===== src/hdl/spl_pkg.sv =====
package spl_pkg;

	// Widths of the sample and result fields
	localparam int SAMPLE_W = 12;
	localparam int DEG_W = 9;
	localparam int DRIVE_W = 16;
	localparam int SAMPLE_MAX = 4095;

	// Shared multiplier operand width
	localparam int MUL_W = 32;

	// Drive division by the gain scale of 10000, done as an exact reciprocal multiply.
	// The accumulator is compared with the saturation point in the same step; the
	// reciprocal product is used only below that point, which lies under 2^30.
	localparam int DIV_IN_W = 30;
	localparam int DIV_SHIFT = 44;
	localparam logic [63:0] GAIN_SCALE = 64'd10000;
	localparam logic [63:0] DIV_RECIP = ((64'd1 << DIV_SHIFT) + GAIN_SCALE - 64'd1) / GAIN_SCALE;
	localparam logic [63:0] DRIVE_LIMIT = 64'd65536 * GAIN_SCALE;

	// Configuration register map
	localparam int PADDR_W = 5;
	localparam int PDATA_W = 32;
	localparam logic [2:0] REG_PROP_GAIN = 3'd0;
	localparam logic [2:0] REG_INTEGRAL_GAIN = 3'd1;
	localparam logic [2:0] REG_DERIV_GAIN = 3'd2;
	localparam logic [2:0] REG_DEADBAND = 3'd3;
	localparam logic [2:0] REG_TARGET_LIMIT = 3'd4;

	localparam logic [15:0] RST_PROP_GAIN = 16'd20000;
	localparam logic [15:0] RST_INTEGRAL_GAIN = 16'd30;
	localparam logic [23:0] RST_DERIV_GAIN = 24'd8000000;
	localparam logic [8:0] RST_DEADBAND = 9'd10;
	localparam logic [8:0] RST_TARGET_LIMIT = 9'd264;

	typedef struct packed {
		logic [15:0] prop_gain;
		logic [15:0] integral_gain;
		logic [23:0] deriv_gain;
		logic [8:0] deadband;
		logic [8:0] target_limit;
	} cfg_t;

	typedef struct packed {
		logic [SAMPLE_W-1:0] target_sample;
		logic [SAMPLE_W-1:0] position_sample;
	} sample_t;

	typedef struct packed {
		logic [DEG_W-1:0] position_deg;
		logic [DEG_W-1:0] target_deg;
		logic [DEG_W-1:0] abs_error;
		logic [DRIVE_W-1:0] drive;
		logic direction;
	} result_t;

	// Operand selection for the shared multiplier
	typedef enum logic [2:0] {
		MOP_NONE = 3'd0,
		MOP_TGT = 3'd1,
		MOP_POS = 3'd2,
		MOP_KI = 3'd3,
		MOP_KP = 3'd4,
		MOP_KD = 3'd5,
		MOP_DIV = 3'd6
	} mul_op_t;

	typedef struct packed {
		logic capture;
		mul_op_t mop;
		logic lat_tgt;
		logic lat_pos;
		logic acc_load;
		logic acc_add;
		logic lat_sat;
		logic finish;
	} dp_cmd_t;

	typedef struct packed {
		logic out_busy;
	} dp_status_t;

endpackage


===== src/hdl/spl_regs.sv =====
module spl_regs (
	input logic clk,
	input logic arst_n,
	input logic psel,
	input logic penable,
	input logic pwrite,
	input logic [spl_pkg::PADDR_W-1:0] paddr,
	input logic [spl_pkg::PDATA_W-1:0] pwdata,
	output logic [spl_pkg::PDATA_W-1:0] prdata,
	output spl_pkg::cfg_t cfg
);
	import spl_pkg::*;

	cfg_t cfg_q;
	logic wr_en;
	logic [2:0] reg_idx;

	assign reg_idx = paddr[4:2];
	assign wr_en = psel && penable && pwrite;
	assign cfg = cfg_q;

	// Register writes
	always_ff @(posedge clk or negedge arst_n) begin
		if (!arst_n) begin
			cfg_q.prop_gain <= RST_PROP_GAIN;
			cfg_q.integral_gain <= RST_INTEGRAL_GAIN;
			cfg_q.deriv_gain <= RST_DERIV_GAIN;
			cfg_q.deadband <= RST_DEADBAND;
			cfg_q.target_limit <= RST_TARGET_LIMIT;
		end else if (wr_en) begin
			case (reg_idx)
				REG_PROP_GAIN: cfg_q.prop_gain <= pwdata[15:0];
				REG_INTEGRAL_GAIN: cfg_q.integral_gain <= pwdata[15:0];
				REG_DERIV_GAIN: cfg_q.deriv_gain <= pwdata[23:0];
				REG_DEADBAND: cfg_q.deadband <= pwdata[8:0];
				REG_TARGET_LIMIT: cfg_q.target_limit <= pwdata[8:0];
				default: ;
			endcase
		end
	end

	// Read-back mux
	always_comb begin
		case (reg_idx)
			REG_PROP_GAIN: prdata = PDATA_W'(cfg_q.prop_gain);
			REG_INTEGRAL_GAIN: prdata = PDATA_W'(cfg_q.integral_gain);
			REG_DERIV_GAIN: prdata = PDATA_W'(cfg_q.deriv_gain);
			REG_DEADBAND: prdata = PDATA_W'(cfg_q.deadband);
			REG_TARGET_LIMIT: prdata = PDATA_W'(cfg_q.target_limit);
			default: prdata = '0;
		endcase
	end

endmodule


===== src/hdl/spl_ctrl.sv =====
module spl_ctrl (
	input logic clk,
	input logic arst_n,
	input logic sample_valid,
	output logic sample_stall,
	input spl_pkg::dp_status_t status,
	output spl_pkg::dp_cmd_t cmd
);
	import spl_pkg::*;

	typedef enum logic [8:0] {
		ST_IDLE = 9'b000000001,
		ST_TGT = 9'b000000010,
		ST_POS = 9'b000000100,
		ST_KI = 9'b000001000,
		ST_KP = 9'b000010000,
		ST_KD = 9'b000100000,
		ST_ACC = 9'b001000000,
		ST_DIV = 9'b010000000,
		ST_DONE = 9'b100000000
	} state_t;

	state_t state_q;
	state_t state_nxt;

	assign sample_stall = (state_q != ST_IDLE);

	// Sequencer: at most one multiply per step, result waits in DONE while the output is held
	always_comb begin
		cmd = '0;
		cmd.mop = MOP_NONE;
		state_nxt = state_q;
		case (state_q)
			ST_IDLE: begin
				cmd.capture = sample_valid;
				if (sample_valid) state_nxt = ST_TGT;
			end
			ST_TGT: begin
				cmd.mop = MOP_TGT;
				state_nxt = ST_POS;
			end
			ST_POS: begin
				cmd.mop = MOP_POS;
				cmd.lat_tgt = 1'b1;
				state_nxt = ST_KI;
			end
			ST_KI: begin
				cmd.mop = MOP_KI;
				cmd.lat_pos = 1'b1;
				state_nxt = ST_KP;
			end
			ST_KP: begin
				cmd.mop = MOP_KP;
				cmd.acc_load = 1'b1;
				state_nxt = ST_KD;
			end
			ST_KD: begin
				cmd.mop = MOP_KD;
				cmd.acc_add = 1'b1;
				state_nxt = ST_ACC;
			end
			ST_ACC: begin
				cmd.acc_add = 1'b1;
				state_nxt = ST_DIV;
			end
			ST_DIV: begin
				cmd.mop = MOP_DIV;
				cmd.lat_sat = 1'b1;
				state_nxt = ST_DONE;
			end
			ST_DONE: begin
				cmd.finish = !status.out_busy;
				if (!status.out_busy) state_nxt = ST_IDLE;
			end
			default: state_nxt = ST_IDLE;
		endcase
	end

	always_ff @(posedge clk or negedge arst_n) begin
		if (!arst_n) begin
			state_q <= ST_IDLE;
		end else begin
			state_q <= state_nxt;
		end
	end

endmodule


===== src/hdl/spl_dp.sv =====
module spl_dp #(
	parameter int ADC_FULL_SCALE = 4095,
	parameter int FULL_SCALE_DEGREES = 270,
	parameter int SUM_BITS = 24
) (
	input logic clk,
	input logic arst_n,
	input spl_pkg::cfg_t cfg,
	input spl_pkg::sample_t sample,
	input spl_pkg::dp_cmd_t cmd,
	output spl_pkg::dp_status_t status,
	output logic result_valid,
	input logic result_stall,
	output spl_pkg::result_t result
);
	import spl_pkg::*;

	// Degree conversion floor(d*FSD/FS) as an exact reciprocal multiply:
	// with d < 2^DW and FS < 2^CW, a ceiling reciprocal over 2^(DW+CW) is exact.
	localparam int DMAX = (ADC_FULL_SCALE >= SAMPLE_MAX - ADC_FULL_SCALE) ?
		ADC_FULL_SCALE : SAMPLE_MAX - ADC_FULL_SCALE;
	localparam int DW = $clog2(DMAX + 1);
	localparam int CW = $clog2(ADC_FULL_SCALE + 1);
	localparam int DEG_SHIFT = DW + CW;
	localparam logic [63:0] DEG_RECIP =
		((64'(FULL_SCALE_DEGREES) << DEG_SHIFT) + 64'(ADC_FULL_SCALE) - 64'd1) /
		64'(ADC_FULL_SCALE);
	localparam logic [16:0] FS = 17'(ADC_FULL_SCALE);
	localparam logic [63:0] FSD = 64'(FULL_SCALE_DEGREES);
	// ki*sum is SUM_BITS+16 bits; three terms plus headroom
	localparam int ACC_W = SUM_BITS + 19;

	sample_t smp_q;
	logic [2*MUL_W-1:0] prod_q;
	logic [MUL_W-1:0] mul_a;
	logic [MUL_W-1:0] mul_b;
	logic [DEG_W-1:0] tgt_deg_q;
	logic [DEG_W-1:0] pos_deg_q;
	logic [DEG_W-1:0] err_q;
	logic [ACC_W-1:0] acc_q;
	logic sat_q;
	logic [DEG_W-1:0] prev_error_q;
	logic [DEG_W-1:0] prev_target_q;
	logic [SUM_BITS-1:0] error_sum_q;
	result_t result_q;
	logic result_valid_q;

	logic [63:0] deg_full;
	logic [DEG_W-1:0] deg;
	logic [DEG_W-1:0] tgt_clamped;
	logic [DEG_W-1:0] err_diff;
	logic deadband_hit;
	logic [SUM_BITS:0] sum_ext;
	logic [SUM_BITS-1:0] sum_sat;
	logic [DRIVE_W-1:0] drive;

	function automatic logic [DW-1:0] fs_dist(input logic [SAMPLE_W-1:0] v);
		logic [16:0] v_ext;
		v_ext = 17'(v);
		return (FS >= v_ext) ? DW'(FS - v_ext) : DW'(v_ext - FS);
	endfunction

	function automatic logic [DEG_W-1:0] abs_diff(input logic [DEG_W-1:0] a,
		input logic [DEG_W-1:0] b);
		return (a >= b) ? (a - b) : (b - a);
	endfunction

	assign status.out_busy = result_valid_q && result_stall;
	assign result_valid = result_valid_q;
	assign result = result_q;

	// Shared multiplier operand select
	always_comb begin
		case (cmd.mop)
			MOP_TGT: begin
				mul_a = MUL_W'(fs_dist(smp_q.target_sample));
				mul_b = DEG_RECIP[MUL_W-1:0];
			end
			MOP_POS: begin
				mul_a = MUL_W'(fs_dist(smp_q.position_sample));
				mul_b = DEG_RECIP[MUL_W-1:0];
			end
			MOP_KI: begin
				mul_a = MUL_W'(error_sum_q);
				mul_b = MUL_W'(cfg.integral_gain);
			end
			MOP_KP: begin
				mul_a = MUL_W'(err_q);
				mul_b = MUL_W'(cfg.prop_gain);
			end
			MOP_KD: begin
				mul_a = MUL_W'(abs_diff(err_q, prev_error_q));
				mul_b = MUL_W'(cfg.deriv_gain);
			end
			MOP_DIV: begin
				mul_a = MUL_W'(acc_q[DIV_IN_W-1:0]);
				mul_b = DIV_RECIP[MUL_W-1:0];
			end
			default: begin
				mul_a = '0;
				mul_b = '0;
			end
		endcase
	end

	// Angle from the product, saturated at full scale; target clamp and error difference
	always_comb begin
		deg_full = prod_q >> DEG_SHIFT;
		deg = (deg_full > FSD) ? DEG_W'(FULL_SCALE_DEGREES) : deg_full[DEG_W-1:0];
		tgt_clamped = (deg > cfg.target_limit) ? cfg.target_limit : deg;
		err_diff = abs_diff(tgt_deg_q, deg);
	end

	// Final result: deadband, saturating sum and drive
	always_comb begin
		deadband_hit = (err_q < cfg.deadband) && (prev_target_q == tgt_deg_q);
		sum_ext = (SUM_BITS + 1)'(error_sum_q) + (SUM_BITS + 1)'(err_q);
		sum_sat = sum_ext[SUM_BITS] ? '1 : sum_ext[SUM_BITS-1:0];
		drive = sat_q ? '1 : prod_q[DIV_SHIFT +: DRIVE_W];
	end

	// Working registers
	always_ff @(posedge clk) begin
		if (cmd.capture) smp_q <= sample;
		if (cmd.mop != MOP_NONE) prod_q <= mul_a * mul_b;
		if (cmd.lat_tgt) tgt_deg_q <= tgt_clamped;
		if (cmd.lat_pos) begin
			pos_deg_q <= deg;
			err_q <= err_diff;
		end
		if (cmd.acc_load) acc_q <= ACC_W'(prod_q);
		else if (cmd.acc_add) acc_q <= acc_q + ACC_W'(prod_q);
		if (cmd.lat_sat) sat_q <= (64'(acc_q) >= DRIVE_LIMIT);
		if (cmd.finish) begin
			result_q.position_deg <= pos_deg_q;
			result_q.target_deg <= tgt_deg_q;
			result_q.abs_error <= deadband_hit ? '0 : err_q;
			result_q.drive <= deadband_hit ? '0 : drive;
			result_q.direction <= (tgt_deg_q <= pos_deg_q);
		end
	end

	// Loop state and output valid
	always_ff @(posedge clk or negedge arst_n) begin
		if (!arst_n) begin
			prev_error_q <= '0;
			prev_target_q <= '0;
			error_sum_q <= '0;
			result_valid_q <= 1'b0;
		end else begin
			if (cmd.finish) begin
				prev_error_q <= deadband_hit ? '0 : err_q;
				prev_target_q <= tgt_deg_q;
				error_sum_q <= deadband_hit ? '0 : sum_sat;
				result_valid_q <= 1'b1;
			end else if (result_valid_q && !result_stall) begin
				result_valid_q <= 1'b0;
			end
		end
	end

endmodule


===== src/hdl/servo_pid_position_loop.sv =====
// Channel   Handshake                     Payload
// sample    sample_valid / sample_stall   sample (target_sample, position_sample)
// result    result_valid / result_stall   result (position_deg .. direction)
// config    psel / penable / pwrite       paddr, pwdata, prdata (pready tied high)
//
// An item's result becomes valid after six products through the
// single shared 32x32 multiplier, one accumulate step and one finish step.
// The next item is accepted in the cycle after the previous one has moved into the
// output register, so a new item is never taken while one is still in flight.
// A stalled result holds the sequencer in its last step until the result is taken.
// Reset clears the loop state (previous error, previous target, error sum) and
// loads the register defaults.
module servo_pid_position_loop #(
	parameter int ADC_FULL_SCALE = 4095,
	parameter int FULL_SCALE_DEGREES = 270,
	parameter int SUM_BITS = 24
) (
	input logic clk,
	input logic arst_n,
	input logic psel,
	input logic penable,
	input logic pwrite,
	input logic [spl_pkg::PADDR_W-1:0] paddr,
	input logic [spl_pkg::PDATA_W-1:0] pwdata,
	output logic [spl_pkg::PDATA_W-1:0] prdata,
	output logic pready,
	input logic sample_valid,
	output logic sample_stall,
	input spl_pkg::sample_t sample,
	output logic result_valid,
	input logic result_stall,
	output spl_pkg::result_t result
);
	import spl_pkg::*;

	cfg_t cfg;
	dp_cmd_t cmd;
	dp_status_t status;

	assign pready = 1'b1;

	spl_regs u_regs (
		.clk(clk),
		.arst_n(arst_n),
		.psel(psel),
		.penable(penable),
		.pwrite(pwrite),
		.paddr(paddr),
		.pwdata(pwdata),
		.prdata(prdata),
		.cfg(cfg)
	);

	spl_ctrl u_ctrl (
		.clk(clk),
		.arst_n(arst_n),
		.sample_valid(sample_valid),
		.sample_stall(sample_stall),
		.status(status),
		.cmd(cmd)
	);

	spl_dp #(
		.ADC_FULL_SCALE(ADC_FULL_SCALE),
		.FULL_SCALE_DEGREES(FULL_SCALE_DEGREES),
		.SUM_BITS(SUM_BITS)
	) u_dp (
		.clk(clk),
		.arst_n(arst_n),
		.cfg(cfg),
		.sample(sample),
		.cmd(cmd),
		.status(status),
		.result_valid(result_valid),
		.result_stall(result_stall),
		.result(result)
	);

	// An accepted item keeps the input side closed on the next cycle
	a_busy_after_accept: assert property (@(posedge clk) disable iff (!arst_n)
		(sample_valid && !sample_stall) |=> sample_stall)
		else $error("input not held off after accepting an item");

	// A new result only appears at the end of an item's sequence
	a_result_from_item: assert property (@(posedge clk) disable iff (!arst_n)
		$rose(result_valid) |-> $past(sample_stall))
		else $error("result raised without an item in flight");

	// Direction agrees with the reported angles
	a_direction: assert property (@(posedge clk) disable iff (!arst_n)
		result_valid |-> (result.direction == (result.target_deg <= result.position_deg)))
		else $error("direction inconsistent with angles");

	// Target clamp and position range
	a_angle_range: assert property (@(posedge clk) disable iff (!arst_n)
		result_valid |-> (result.target_deg <= cfg.target_limit) &&
			(32'(result.position_deg) <= 32'(FULL_SCALE_DEGREES)))
		else $error("reported angle out of range");

endmodule


===== config.mk =====
export PLATFORM = sky130hd
export DESIGN_NAME = servo_pid_position_loop
export DESIGN_NICKNAME = d
export VERILOG_FILES = /design/src/hdl/spl_pkg.sv /design/src/hdl/spl_regs.sv /design/src/hdl/spl_ctrl.sv /design/src/hdl/spl_dp.sv /design/src/hdl/servo_pid_position_loop.sv
export SDC_FILE = /design/constraint.sdc
export NUM_CORES = 2
export LEC_CHECK = 0
export BUFFER_PORTS_ARGS = -buffer_cell sky130_fd_sc_hd__clkbuf_2
export CAP_MARGIN = 20
export CORE_MARGIN = 4
export CORE_UTILIZATION = 40
export DETAILED_ROUTE_END_ITERATION = 8
export GPL_ROUTABILITY_DRIVEN = 1
export SLEW_MARGIN = 20
export SYNTH_ARGS = -nofsm -noshare
export SYNTH_HDL_FRONTEND = slang
export SYNTH_SLANG_ARGS = --single-unit

===== constraint.sdc =====
create_clock -name clk -period 16.2 [get_ports clk]
set_input_delay 2.43 -clock clk [delete_from_list [all_inputs] [get_ports clk]]
set_output_delay 2.43 -clock clk [all_outputs]
set_load 0.05 [all_outputs]

# After elaboration in Yosys (flattened, before gate mapping)
# Index checks and enable logic that the tools add are counted.
[classes]
n_addsub = 8
multipliers = 1
div_mod_pow = 0
magnitude_cmp = 7
n_eq_ne = 23
shifts = 0
n_mux = 26
bitwise_logic = 0
n_reduce_logical = 19
[op_table]
columns = ["op", "n"]
rows = [
  ["30-bit case mux with 6 select lines", 1],
  ["31-bit case mux with 5 select lines", 1],
  ["24-bit case mux with 5 select lines", 1],
  ["43-bit 2-to-1 mux", 2],
  ["9-bit case mux with 9 select lines", 1],
  ["9-bit 2-to-1 mux", 7],
  ["30-bit by 31-bit multiplier with 61-bit output", 1],
  ["24-bit 2-to-1 mux", 2],
  ["43-bit adder", 1],
  ["43-bit by 30-bit greater-or-equal comparator with 1-bit output (second input constant)", 1],
  ["40-bit by 9-bit > comparator with 1-bit output (second input constant)", 1],
  ["9-bit subtractor", 4],
  ["24-bit by 9-bit adder with 25-bit output", 1],
  ["12-bit subtractor (first input constant)", 2],
  ["9-bit greater-or-equal comparator", 2],
  ["3-bit case mux with 6 select lines", 1],
  ["16-bit 2-to-1 mux", 1],
  ["3-bit by 2-bit == test with 1-bit output (second input constant)", 4],
  ["3-bit == test (second input constant)", 4],
  ["2-bit AND reduction", 6],
  ["9-bit by 1-bit == test with 1-bit output (second input constant)", 1],
  ["9-bit by 2-bit == test with 1-bit output (second input constant)", 1],
  ["9-bit by 3-bit == test with 1-bit output (second input constant)", 1],
  ["9-bit by 4-bit == test with 1-bit output (second input constant)", 1],
  ["19 further kinds", 36],
]
[word_totals]
register_bits = 329
latch_bits = 0
mem_bits_rw = 0
rom_bits = 0
in_bits = 68
out_inout_bits = 79
memories = 0

# Longest topological paths before layout
[logic_depth]
depth_word = 6
ltp_mapped = 41
ltp_nobuf = 39

# Cells and area by module
# A second synthesis with hierarchy kept.
[hier_totals]
hier_cells = 4822
area_unflattened_um2 = 45930.3
[by_module_without_submodules]
columns = ["module", "n_inst", "cells_per_inst", "area_per_inst_um2"]
rows = [
  ["spl_dp", 1, 4504, 41790.1],
  ["spl_regs", 1, 255, 3552.2],
  ["spl_ctrl", 1, 61, 576.8],
  ["servo_pid_position_loop", 1, 2, 11.3],
]

# Worst setup path after synthesis
# No wires, ideal clock.
[synth_timing]
kind = "register -> register"
start = "reg u_dp.err_q[1]"
end = "reg u_dp.prod_q[56], data pin"
arrival_ns = 8.936
t_required_ns = 15.941
setup_slack_ns = 7.005
path_stages_with_launch = 35
path_buffers = 3
period_less_slack_ns = 9.195
path_cell_list = "edfxtp_1 -> ha_1 -> nor2b_1 -> o21a_1 -> o21ai_0 -> a21oi_1 -> a41o_2 -> buf_6 -> a221o_1 -> or3_4 -> nand3_2 -> buf_8 -> a21oi_2 -> fa_1 -> inv_1 -> fa_1 -> fa_1 -> fa_1 -> inv_1 -> fa_1 -> fa_1 -> fa_1 -> inv_1 -> fa_1 -> inv_1 -> ha_1 -> clkbuf_1 -> nand3_1 -> or4_1 -> o21ba_2 -> o21ai_2 -> a21oi_1 -> a21oi_1 -> a21oi_1 -> xnor2_1"
[synth_between]
elab_chain_len = 4
word_cells_on_any_way = 6
[synth_lines]
columns = ["element", "line", "rtl"]
rows = [
  ["start: declaration", "spl_dp.sv:39", "logic [DEG_W-1:0] err_q;"],
  ["start signal: assignment", "spl_dp.sv:129", "err_q <= err_diff;"],
  ["9-bit subtractor or 9-bit greater-or-equal comparator (tied branches)", "spl_dp.sv:65", "return (a >= b) ? (a - b) : (b - a);"],
  ["9-bit 2-to-1 mux", "spl_dp.sv:65", ""],
  ["30-bit case mux with 6 select lines *", "spl_dp.sv:74", "case (cmd.mop)"],
  ["30-bit by 31-bit multiplier with 61-bit output *", "spl_dp.sv:125", "if (cmd.mop != MOP_NONE) prod_q <= mul_a * mul_b;"],
  ["end signal: assignment", "spl_dp.sv:125", ""],
  ["end: declaration", "spl_dp.sv:34", "logic [2*MUL_W-1:0] prod_q;"],
]
# Mark *: on every way between the ends. The rest lies on a longest branch, timed or not.
# A chain may end at the register's enable or synchronous reset.

# Final worst setup path
[layout_timing]
start = "reg u_ctrl.state_q[4]"
end = "reg u_dp.prod_q[58], data pin"
[layout_between]
elab_chain_len = 6
word_cells_on_any_way = 17
[layout_lines]
columns = ["element", "line", "rtl"]
rows = [
  ["start: declaration", "spl_ctrl.sv:23", "state_t state_q;"],
  ["start signal: assignment", "spl_ctrl.sv:83", "state_q <= state_nxt;"],
  ["9-bit by 8-bit == test with 1-bit output (tied with other cells)", "spl_ctrl.sv:33", "case (state_q)"],
  ["3-bit case mux with 6 select lines *", "spl_ctrl.sv:33", ""],
  ["3-bit by 1-bit == test with 1-bit output or 3-bit by 2-bit == test with 1-bit output (tied branches)", "spl_dp.sv:74", ""],
  ["2-bit OR reduction (no line)", "--", ""],
  ["31-bit case mux with 5 select lines", "spl_dp.sv:74", ""],
  ["30-bit by 31-bit multiplier with 61-bit output *", "spl_dp.sv:125", ""],
]
# Marks and branches as above.

==> results.toml <==
[outcome]
outcome = "completed"

[yosys]
synth_edf_count = 200
yosys.area_share.adder_pct = 42.8
synth_seq_cells = 326
ys.flop_type = "edfxtp_1"
synth_cell_types = 89
avgSynthCellArea_um2 = 9.46
ys_seq_area_share_pct = 20.4
synth_compound_area_share_pct = 9.72
yosys.area_share.xor_xnor_pct = 2.35
synth_top_family_by_area = "adder cells"
yosys.area_share.simple_pct = 12.0
synth_mux_area_share_pct = 2.73
async_reset_ff_share_pct = 38.7
ys_warn_count = 0
syn-cell-area_um2 = 45100
synthCells = 4767

[final_layout]
layout.nets = 6068
mostFrequentLayoutCell = "inv_1"
drive_gt1_share_pct = 7.66
fill_cells = 10926
final_cell_mix = "inv_1, fa_1, nand2_1"
area_delta_synth_final_pct = 7.81
finish.instance_area_um2 = 48600

[critical_path]
rr_worst_depth = 29
path_max_fanout = 15
r2r-start = "u_ctrl.state_q[4]$_DFFE_PN0P_"
slowest_delay_ns = 0.89
arrival_ns = 11.82
cp_slowest_cell = "a311oi_1"
crit_path_frequent_cell = "fa_1"
start_kind = "register"
crit_required_ns = 16.48
cp_num_buf_inv = 5
end_kind = "register"
worstSetupPathType = "register to register"
critPathTopFamily = "adder cells"
path_depth = 29
timing.rr.end = "u_dp.prod_q[58]$_DFFE_PP_"
ff2ff_setup_slack_ns = 4.66

[routing]
ant_nets = 0
first_pass_iters = 5
drtIter0Drc = 2384
via_per_inst = 5.24
vias = 33469
drc = 0
routedWlPerCell_um = 20.1
drt-total-wl_um = 128000

[floorplanning]
dieArea_um2 = 118000
boundaryPins = 147
die_h_um = 344
start_util_pct = 40.5
coreArea_um2 = 111000
row_count = 122
die_w_um = 344

[global_route]
grt_pass1_wl_um = 202000
antenna_found_initial = 1
top_usage_layer = "met2"
overflow = 0
grtUsageMet3_pct = 3.64
grtUsageMet2_pct = 35.0
grt_start_max_net_pins = 130
use_met1_pct = 32.0
grt.total_usage_pct = 22.2
grt_pass1_vias = 34341

[clock_network]
clkLatencyLatePin_ns = 0.56
cts_resized = 0
cts_tree = "done"
cts_buffer_depth = 3
root_buffer = "clkbuf_16"
htreeDepth = 2
cts_setup_buffers = 0
cts_buffers = 35
clock_sinks = 326
clkTransAtPathRegs_ns = 0.08
holdBufCountCts = 0

[sta]
worst_slew_pin_slew_ns = 1.16
fmax_mhz = 86.7
finalCritPeriodShare_pct = 71.2
hold_ws_ns = 0.454
skew_ns = 0.0385
maxSlewHeadroom_pct = 22.4
rsz0062_at_grt = "false"
finalCriticalPeriod_ns = 11.54
hold_viol_final = 0
finalSetupViolCount = 0
setup_ws_ns = 4.66
maxSlewViolCount = 0
setup_tns_ns = 0

[place]
place_congestion = 0.950
post-place-ws_ns = 4.91
place_area_um2 = 47500
dpl.hpwl_um = 105000
port_buffers = 127

[power_and_ir_drop]
power.density_nw_per_um2 = 78.0
p_total_w = 0.00379
power_leakage_nw = 24.3
vdd_drop_max_mv = 0.0683

[worst_hold_path]
hold_path.class = "register to register"
whs_endpoint = "u_dp.result[43]$_DFFE_PP_"
min_path_cells = 0
min_from = "u_dp.pos_deg_q[8]$_DFFE_PP_"

[job]
drv_cap = 0
per-layer routing:
metal | vias to the layer above | routed length (um) | part of all wire [%]
met5 | - | 0 | 0
met1 | 17028 | 57800 | 45
met2 | 1004 | 58000 | 45
li1 | 15278 | - | -
met3 | 159 | 8570 | 6.7
met4 | 0 | 3860 | 3.0
how the worst max path moves through the flow:
stage / endpoint / slack, ns / startpoint
final: u_dp.prod_q[58]$_DFFE_PP_ / 4.66 / u_ctrl.state_q[4]$_DFFE_PN0P_
after global routing: u_dp.prod_q[58]$_DFFE_PP_ / 4.28 / u_ctrl.state_q[4]$_DFFE_PN0P_
after CTS: u_dp.prod_q[58]$_DFFE_PP_ / 4.83 / u_ctrl.state_q[4]$_DFFE_PN0P_
after detailed placement: u_dp.prod_q[58]$_DFFE_PP_ / 4.91 / u_ctrl.state_q[4]$_DFFE_PN0P_
after global placement: u_dp.prod_q[58]$_DFFE_PP_ / 4.99 / u_ctrl.state_q[4]$_DFFE_PN0P_
after floorplan: u_dp.prod_q[56]$_DFFE_PP_ / 7.01 / u_dp.err_q[1]$_DFFE_PP_
kinds of logic (layout without fill, tap and decap cells):
family,count (synthesis),count (layout)
AND/OR/NAND/NOR,1209,1209
buffers and inverters,1163,1202
adder cells (fa/ha/maj),1126,1126
AO/OA/AOI/OAI,706,706
flip-flops,326,326
XOR/XNOR,121,121
multiplexers,114,114
other,2,96
synth_stat cells, drive strengths merged, types with 9 or more instances:
cell / count / area share (%)
inv: 968 / 8.1
fa: 695 / 31
nand2: 482 / 4.0
ha: 431 / 12
nor2: 364 / 3.0
a21oi: 231 / 2.7
edfxtp: 200 / 13
o21ai: 187 / 2.1
clkbuf: 122 / 1.0
dfrtp: 105 / 5.8
and2: 93 / 1.3
a21o: 90 / 1.5
xnor2: 85 / 1.7
buf: 72 / 0.89
mux2: 72 / 1.8
nand3: 52 / 0.60
mux2i: 42 / 0.93
nand4: 36 / 0.50
nor3: 36 / 0.40
xor2: 36 / 0.70
a31oi: 30 / 0.42
nand2b: 28 / 0.39
and3: 25 / 0.36
o21bai: 25 / 0.42
o21a: 24 / 0.40
dfstp: 21 / 1.2
nor2b: 21 / 0.29
a211oi: 20 / 0.33
nor4: 15 / 0.22
or2: 15 / 0.21
or3: 12 / 0.18
o22ai: 11 / 0.15
o31ai: 10 / 0.17
a221o: 9 / 0.20
a221oi: 9 / 0.19
o211ai: 9 / 0.15
where the power goes:
| group | internal [W] | switching, W | total (W) |
|---|---|---|---|
| Clock | 0.000442 | 0.000354 | 0.000796 |
| Sequential | 0.00108 | 0.000109 | 0.00119 |
| Combinational | 0.000634 | 0.00117 | 0.00181 |
sequential cells by signal, indices dropped and copies added, names as in the netlist:
signal,count
u_dp.error_sum_q,24
u_dp.smp_q,24
u_dp.result,44
u_dp.pos_deg_q,9
u_dp.prev_error_q,9
u_dp.result_valid,1
u_dp.sat_q,1
u_dp.tgt_deg_q,9
u_regs.cfg,74
u_dp.prod_q,61
u_dp.prev_target_q,9
u_ctrl.state_q,9
u_dp.err_q,9
u_dp.acc_q,43
layout make-up:
cell class / instances / area, um^2 / share of cell area (%)
Inverter: 969 / 3640 / 7.48
Sequential cell: 326 / 9190 / 18.9
Clock buffer: 48 / 1020 / 2.09
Antenna cell: 3 / 7.51 / 0.0154
Timing Repair Buffer: 173 / 996 / 2.05
Clock inverter: 12 / 76.3 / 0.157
Tap cell: 1488 / 1860 / 3.83
Multi-Input combinational cell: 3369 / 31800 / 65.5
through the flow:
step           cells  util [%]
2_1_floorplan   4858         -
5_1_grt         6385      43.7
4_1_cts         6385      43.7
6_report        6388      43.7
3_3_place_gp    6324      42.7
3_5_place_dp    6325      42.7
Note: power is estimated with default switching activity, not from simulation.
